`src/design/slir_pkg.sv`:
```
package slir_pkg;

   // Default sizing of the store
   localparam int CapacityDefault = 16;
   localparam int ItemBitsDefault = 32;

   // Fixed field widths of the channels
   localparam int ValueBits    = 32;
   localparam int PositionBits = 4;
   localparam int CountBits    = 5;
   localparam int ReqDataBits  = 40;
   localparam int RspDataBits  = 40;

   // Operation codes carried on req_tuser
   typedef enum logic [1:0] {
      CMD_INSERT = 2'd0,
      CMD_REMOVE = 2'd1,
      CMD_READ   = 2'd2
   } cmd_type;

   // Result status codes
   typedef enum logic [1:0] {
      ST_OK        = 2'd0,
      ST_FULL      = 2'd1,
      ST_NOT_FOUND = 2'd2,
      ST_RANGE     = 2'd3
   } status_type;

   // Per-cycle update strobes broadcast to every cell
   typedef struct packed {
      logic ins;
      logic rem;
   } ctrl_type;

   // One result item
   typedef struct packed {
      logic [ValueBits-1:0] read_value;
      logic [CountBits-1:0] entry_count;
      status_type           status;
   } result_type;

endpackage

```
`src/design/slir_cell.sv`:
```
// One slot of the sorted chain: holds an entry, compares it with the
// broadcast item and takes its own, its left or its right neighbor's
// entry on an update.
module slir_cell #(
   parameter int ITEM_BITS = slir_pkg::ItemBitsDefault
) (
   input  logic                        clock,
   input  slir_pkg::ctrl_type          ctrl,
   input  logic signed [ITEM_BITS-1:0] item,
   input  logic                        valid,
   input  logic                        prev_lt,
   input  logic signed [ITEM_BITS-1:0] left_entry,
   input  logic signed [ITEM_BITS-1:0] right_entry,
   output logic signed [ITEM_BITS-1:0] entry,
   output logic                        lt,
   output logic                        hit
);

   logic signed [ITEM_BITS-1:0] entry_ff;
   logic signed [ITEM_BITS-1:0] entry_in;

   // Stored value is below the item; true over a prefix of the chain
   assign lt  = valid && (entry_ff < item);
   // First slot not below the item, and equal to it
   assign hit = prev_lt && !lt && valid && (entry_ff == item);

   // Insert: shift right from the insertion slot; remove: shift left
   always_comb begin
      entry_in = entry_ff;
      if (ctrl.ins && !lt) begin
         entry_in = prev_lt ? item : left_entry;
      end else if (ctrl.rem && !lt) begin
         entry_in = right_entry;
      end
   end

   always_ff @(posedge clock) begin
      entry_ff <= entry_in;
   end

   assign entry = entry_ff;

endmodule

```
`src/design/slir_skid.sv`:
```
// Output register with one skid entry, so an item can be accepted while a
// result is still waiting to be taken.
module slir_skid (
   input  logic                 clock,
   input  logic                 reset,
   input  logic                 in_valid,
   output logic                 in_ready,
   input  slir_pkg::result_type in_data,
   output logic                 out_valid,
   input  logic                 out_ready,
   output slir_pkg::result_type out_data
);

   logic                 out_valid_ff;
   logic                 out_valid_in;
   logic                 skid_valid_ff;
   logic                 skid_valid_in;
   slir_pkg::result_type out_data_ff;
   slir_pkg::result_type out_data_in;
   slir_pkg::result_type skid_data_ff;
   slir_pkg::result_type skid_data_in;

   assign in_ready = !skid_valid_ff;

   // Refill the output from the skid first, else from the new item
   always_comb begin
      out_valid_in  = out_valid_ff;
      out_data_in   = out_data_ff;
      skid_valid_in = skid_valid_ff;
      skid_data_in  = skid_data_ff;
      if (!out_valid_ff || out_ready) begin
         if (skid_valid_ff) begin
            out_valid_in  = 1'b1;
            out_data_in   = skid_data_ff;
            skid_valid_in = 1'b0;
         end else begin
            out_valid_in = in_valid;
            out_data_in  = in_data;
         end
      end else if (in_valid) begin
         skid_valid_in = 1'b1;
         skid_data_in  = in_data;
      end
   end

   always_ff @(posedge clock) begin
      if (reset) begin
         out_valid_ff  <= 1'b0;
         skid_valid_ff <= 1'b0;
      end else begin
         out_valid_ff  <= out_valid_in;
         skid_valid_ff <= skid_valid_in;
      end
      out_data_ff  <= out_data_in;
      skid_data_ff <= skid_data_in;
   end

   assign out_valid = out_valid_ff;
   assign out_data  = out_data_ff;

endmodule

```
`src/design/sorted_list_insert_remove_core.sv`:
```
// Sorted store of up to CAPACITY signed values, kept in ascending order.
// Input channel req_*: req_tuser is the operation (insert, remove, read),
// req_tdata carries the value and the read position. Result channel rsp_*:
// one result per item with status, entry count after the operation and,
// for a read, the entry at the position (zero otherwise).
// An insert lands in front of the first stored value that is greater or
// equal; a remove deletes the first equal value or reports not found; an
// insert into a full store is dropped and flagged.
// The store is a chain of cells, one per entry; every cell compares its
// entry with the item in parallel and takes its own or a neighbor's entry.
// The result is registered in the output stage, or in the skid entry
// while the result side stalls.
// One item per cycle is accepted while the result side keeps up; a stalled
// result side still lets one more item in (skid entry), then req_tready
// drops until results are taken.
// Reset (synchronous, active high) empties the store; entries are not
// cleared, only the count.
module sorted_list_insert_remove_core #(
   parameter int CAPACITY  = slir_pkg::CapacityDefault,
   parameter int ITEM_BITS = slir_pkg::ItemBitsDefault
) (
   input  logic                             clock,
   input  logic                             reset,
   // Input items
   input  logic                             req_tvalid,
   output logic                             req_tready,
   input  logic [1:0]                       req_tuser, // [1:0] cmd
   // [31:0] value, [35:32] position, [39:36] zero
   input  logic [slir_pkg::ReqDataBits-1:0] req_tdata,
   // Result items
   output logic                             rsp_tvalid,
   input  logic                             rsp_tready,
   // [1:0] status, [6:2] entry_count, [38:7] read_value, [39] zero
   output logic [slir_pkg::RspDataBits-1:0] rsp_tdata
);

   localparam int CountW = $clog2(CAPACITY + 1);

   logic                                 accept;
   slir_pkg::cmd_type                    cmd;
   logic signed [slir_pkg::ValueBits-1:0] value_s;
   logic [slir_pkg::PositionBits-1:0]    position;
   logic signed [ITEM_BITS-1:0]          item;

   logic [CountW-1:0]                    count_ff;
   logic [CountW-1:0]                    count_in;
   logic                                 full;
   logic                                 found;
   slir_pkg::ctrl_type                   ctrl;

   logic signed [ITEM_BITS-1:0]          entry_w [CAPACITY];
   logic [CAPACITY-1:0]                  lt_w;
   logic [CAPACITY-1:0]                  hit_w;
   logic [CAPACITY-1:0]                  valid_w;

   logic signed [ITEM_BITS-1:0]          rd_raw;
   logic                                 rd_hit;
   slir_pkg::result_type                 result;
   slir_pkg::result_type                 rsp_data;
   logic                                 skid_ready;

   // Unpack the input item
   assign cmd      = slir_pkg::cmd_type'(req_tuser);
   assign value_s  = req_tdata[slir_pkg::ValueBits-1:0];
   assign position = req_tdata[slir_pkg::ValueBits +: slir_pkg::PositionBits];
   assign item     = ITEM_BITS'(value_s);

   assign req_tready = skid_ready;
   assign accept     = req_tvalid && skid_ready;

   assign full  = (count_ff == CountW'(CAPACITY));
   assign found = |hit_w;

   // Update strobes for the chain
   always_comb begin
      ctrl.ins = accept && (cmd == slir_pkg::CMD_INSERT) && !full;
      ctrl.rem = accept && (cmd == slir_pkg::CMD_REMOVE) && found;
   end

   // Chain of cells, each handing entries to its neighbors
   for (genvar i = 0; i < CAPACITY; i++) begin : g_cell
      logic                        prev_lt;
      logic signed [ITEM_BITS-1:0] left_entry;
      logic signed [ITEM_BITS-1:0] right_entry;

      assign valid_w[i] = (count_ff > CountW'(i));

      if (i == 0) begin : g_first
         assign prev_lt    = 1'b1;
         assign left_entry = item;
      end else begin : g_inner
         assign prev_lt    = lt_w[i-1];
         assign left_entry = entry_w[i-1];
      end

      if (i == CAPACITY - 1) begin : g_last
         assign right_entry = entry_w[i];
      end else begin : g_body
         assign right_entry = entry_w[i+1];
      end

      slir_cell #(
         .ITEM_BITS(ITEM_BITS)
      ) u_cell (
         .clock      (clock),
         .ctrl       (ctrl),
         .item       (item),
         .valid      (valid_w[i]),
         .prev_lt    (prev_lt),
         .left_entry (left_entry),
         .right_entry(right_entry),
         .entry      (entry_w[i]),
         .lt         (lt_w[i]),
         .hit        (hit_w[i])
      );
   end

   // Entry count
   always_comb begin
      count_in = count_ff;
      if (ctrl.ins) begin
         count_in = count_ff + CountW'(1);
      end else if (ctrl.rem) begin
         count_in = count_ff - CountW'(1);
      end
   end

   always_ff @(posedge clock) begin
      if (reset) begin
         count_ff <= '0;
      end else begin
         count_ff <= count_in;
      end
   end

   // Read select over the valid cells
   always_comb begin
      rd_raw = '0;
      rd_hit = 1'b0;
      for (int i = 0; i < CAPACITY; i++) begin
         if ((32'(position) == 32'(i)) && valid_w[i]) begin
            rd_raw = entry_w[i];
            rd_hit = 1'b1;
         end
      end
   end

   // Result of the accepted item
   always_comb begin
      result.status      = slir_pkg::ST_OK;
      result.entry_count = slir_pkg::CountBits'(count_in);
      result.read_value  = '0;
      case (cmd)
         slir_pkg::CMD_INSERT: begin
            if (full) begin
               result.status = slir_pkg::ST_FULL;
            end
         end
         slir_pkg::CMD_REMOVE: begin
            if (!found) begin
               result.status = slir_pkg::ST_NOT_FOUND;
            end
         end
         slir_pkg::CMD_READ: begin
            if (rd_hit) begin
               result.read_value = slir_pkg::ValueBits'(rd_raw);
            end else begin
               result.status = slir_pkg::ST_RANGE;
            end
         end
         default: begin
            result.status = slir_pkg::ST_OK;
         end
      endcase
   end

   // Output register and skid
   slir_skid u_skid (
      .clock    (clock),
      .reset    (reset),
      .in_valid (accept),
      .in_ready (skid_ready),
      .in_data  (result),
      .out_valid(rsp_tvalid),
      .out_ready(rsp_tready),
      .out_data (rsp_data)
   );

   assign rsp_tdata = slir_pkg::RspDataBits'(rsp_data);

endmodule

```
`config.mk`:
```
export PLATFORM = sky130hd
export DESIGN_NAME = sorted_list_insert_remove_core
export DESIGN_NICKNAME = d
export VERILOG_FILES = /design/src/design/slir_pkg.sv /design/src/design/slir_cell.sv /design/src/design/slir_skid.sv /design/src/design/sorted_list_insert_remove_core.sv
export SDC_FILE = /design/constraint.sdc
export NUM_CORES = 2
export LEC_CHECK = 0
export ABC_AREA = 1
export BUFFER_PORTS_ARGS = -buffer_cell sky130_fd_sc_hd__buf_2
export CORE_ASPECT_RATIO = 1.1
export CORE_MARGIN = 4
export CORE_UTILIZATION = 35
export DETAILED_ROUTE_END_ITERATION = 10
export MAX_ROUTING_LAYER = met4
export PLACE_DENSITY = 0.59
export SLEW_MARGIN = 25
export SYNTH_ARGS = -nofsm -noshare
export SYNTH_HDL_FRONTEND = slang
export SYNTH_HIERARCHICAL = 1
export SYNTH_SLANG_ARGS = --single-unit
export TNS_END_PERCENT = 50
```
`constraint.sdc`:
```
create_clock -name clock -period 6.7 [get_ports clock]
set_input_delay 0.67 -clock clock [delete_from_list [all_inputs] [get_ports clock]]
set_output_delay 0.67 -clock clock [all_outputs]
set_load 0.01 [all_outputs]
```
==> results_dict.tcl <==
set metrics [dict create \
    outcome "complete, no violations" \
    most-common-layout-cells "nand2_1, inv_1, nand3_1" \
    worst_slew_pin_slew_ns 1.112 \
    die_y_um 438.1 \
    slowest_delay_ns 0.52 \
    final_core_util_pct 37.82 \
    critPathLaunchType "primary input" \
    cts_tree "built" \
    slowest_stage "buf_2" \
    io_pins 88 \
    drt-total-wl_mm 188.9 \
    post-cts-setup-buffer-count 0 \
    final_common_cell "nand2_1" \
    cts_made_buffers 77 \
    drv_slew 0 \
    arrival_ns 5.69 \
    grt_pass1_vias 49100 \
    post-dp-hpwl_mm 147.8 \
    clk_pin_slew_ns 0.06 \
    rsz0062_at_grt "no" \
    relSlewSlack_pct 25.90 \
    final_nets 8326 \
    ctsHtreeMaxLevel 3 \
    fmax_ghz 0.1893 \
    vias 50013 \
    syn_area_mm2 0.05885 \
    grt_pass1_wl_mm 287.4 \
    die_area_mm2 0.1748 \
    syn_inst 7824 \
    viasPerCell 4.975 \
    regToRegSetupSlack_ns 1.56 \
    final.setup.tns_ns 0 \
    gp_congestion 0.9334 \
    min_path_type "in2reg" \
    cap_violations 0 \
    reg2regPathDepth 28 \
    instances_no_fill 10053 \
    dr.pass1.iters 5 \
    min_path_cells 4 \
    grt_usage_pct 21.66 \
    portBuffers 82 \
    path_class "in2reg" \
    drive_gt1_share_pct 19.49 \
    cts_hold_buf 0 \
    rows 157 \
    post_cts_resized 0 \
    finClkSkew_ns 0.06421 \
    peakVddDrop_mv 0.1725 \
    grt_overflow 0 \
    p_per_area_mw_per_mm2 162.1 \
    drt_iter0_drc 3894 \
    grt_max_degree 102 \
    clock_path_buffers 3 \
    root_buffer "clkbuf_16" \
    period_minus_slack_ns 5.282 \
    ant_nets 0 \
    placed_cells 9909 \
    die_x_um 399.0 \
    clk_latency_ns 0.71 \
    drc_errors 0 \
    min_period_over_period_pct 78.84 \
    initial_core_util_pct 35.28 \
    path_max_fanout 18 \
    syn_area_per_cell_um2 7.521 \
    antenna_found_initial 5 \
    coreArea_mm2 0.1668 \
    endpoint_kind "register" \
    hold_viol 0 \
    setup_violations 0 \
    leakagePower_nw 31.80 \
    cp_common_cell "nand2_1" \
    wl_per_cell_um 18.79 \
    clock-sinks 597 \
    required_ns 7.11 \
    area_growth_syn_to_layout_pct 7.197 \
    yosysWarningCount 6 \
]
[power breakdown]
group	internal [W]	switching [W]	leakage [nW]	total, W
registers	0.00425	0.000166	5.54	0.00442
clock network	0.00240	0.00181	1.20	0.00420
logic	0.000545	0.00106	25.1	0.00161
[metrics by stage]
step / worst slack (ns) / area [um2] / total power [W] / hold slack, ns
2_1_floorplan: 2.590 / 58850 / 0.005627 / 0.4944
3_3_place_gp: 0.8024 / 60590 / 0.006036 / 0.5047
3_5_place_dp: 0.7991 / 60610 / 0.006082 / 0.5068
4_1_cts: 1.490 / 63070 / 0.01032 / 0.2526
5_1_grt: 1.102 / 63080 / 0.01067 / 0.3235
6_report: 1.418 / 63080 / 0.01023 / 0.2932
[per-layer routing]
metal	up-vias	track usage (%)	wire, um
met5	-	-	0
met4	0	9.712	9176
met3	391	2.252	8999
met2	1376	37.29	93040
met1	23436	25.51	77690
li1	24810	-	-
[registers in the layout (all words and copies together) (netlist names)]
register	count
count_ff	5
g_cell.u_cell/entry	512
u_skid/out_data	39
u_skid/out_valid	1
u_skid/skid_data_ff	39
u_skid/skid_valid_ff	1
[worst max-delay path, delay by kind of cell]
kind / cells / cell delay [ns]
adder cells (fa/ha/maj): 1 / 0.30
AND/OR/NAND/NOR: 16 / 2.32
AO/OA/AOI/OAI: 3 / 0.51
buffers and inverters: 10 / 1.85
[worst paths after layout]
check | start | end
worst max-delay path | req_tdata[23] | u_skid/out_data[6]
worst min-delay path | rsp_tready | u_skid/skid_valid_ff
worst max register to register | g_cell[12].u_cell/entry[31] | u_skid/out_data[6]
worst min register to register | u_skid/skid_data_ff[16] | u_skid/out_data[16]
[area by class of cell]
class	count	area, um2
fillers	17213	103700
clock inverters	46	427.9
inverters	1181	4444
well taps	2226	2785
flip-flops and latches	597	17860
repair buffers	195	1359
diodes	4	10.01
clock buffers	94	2033
multi-input cells	5710	34170
(Power assumes the default switching activity.)
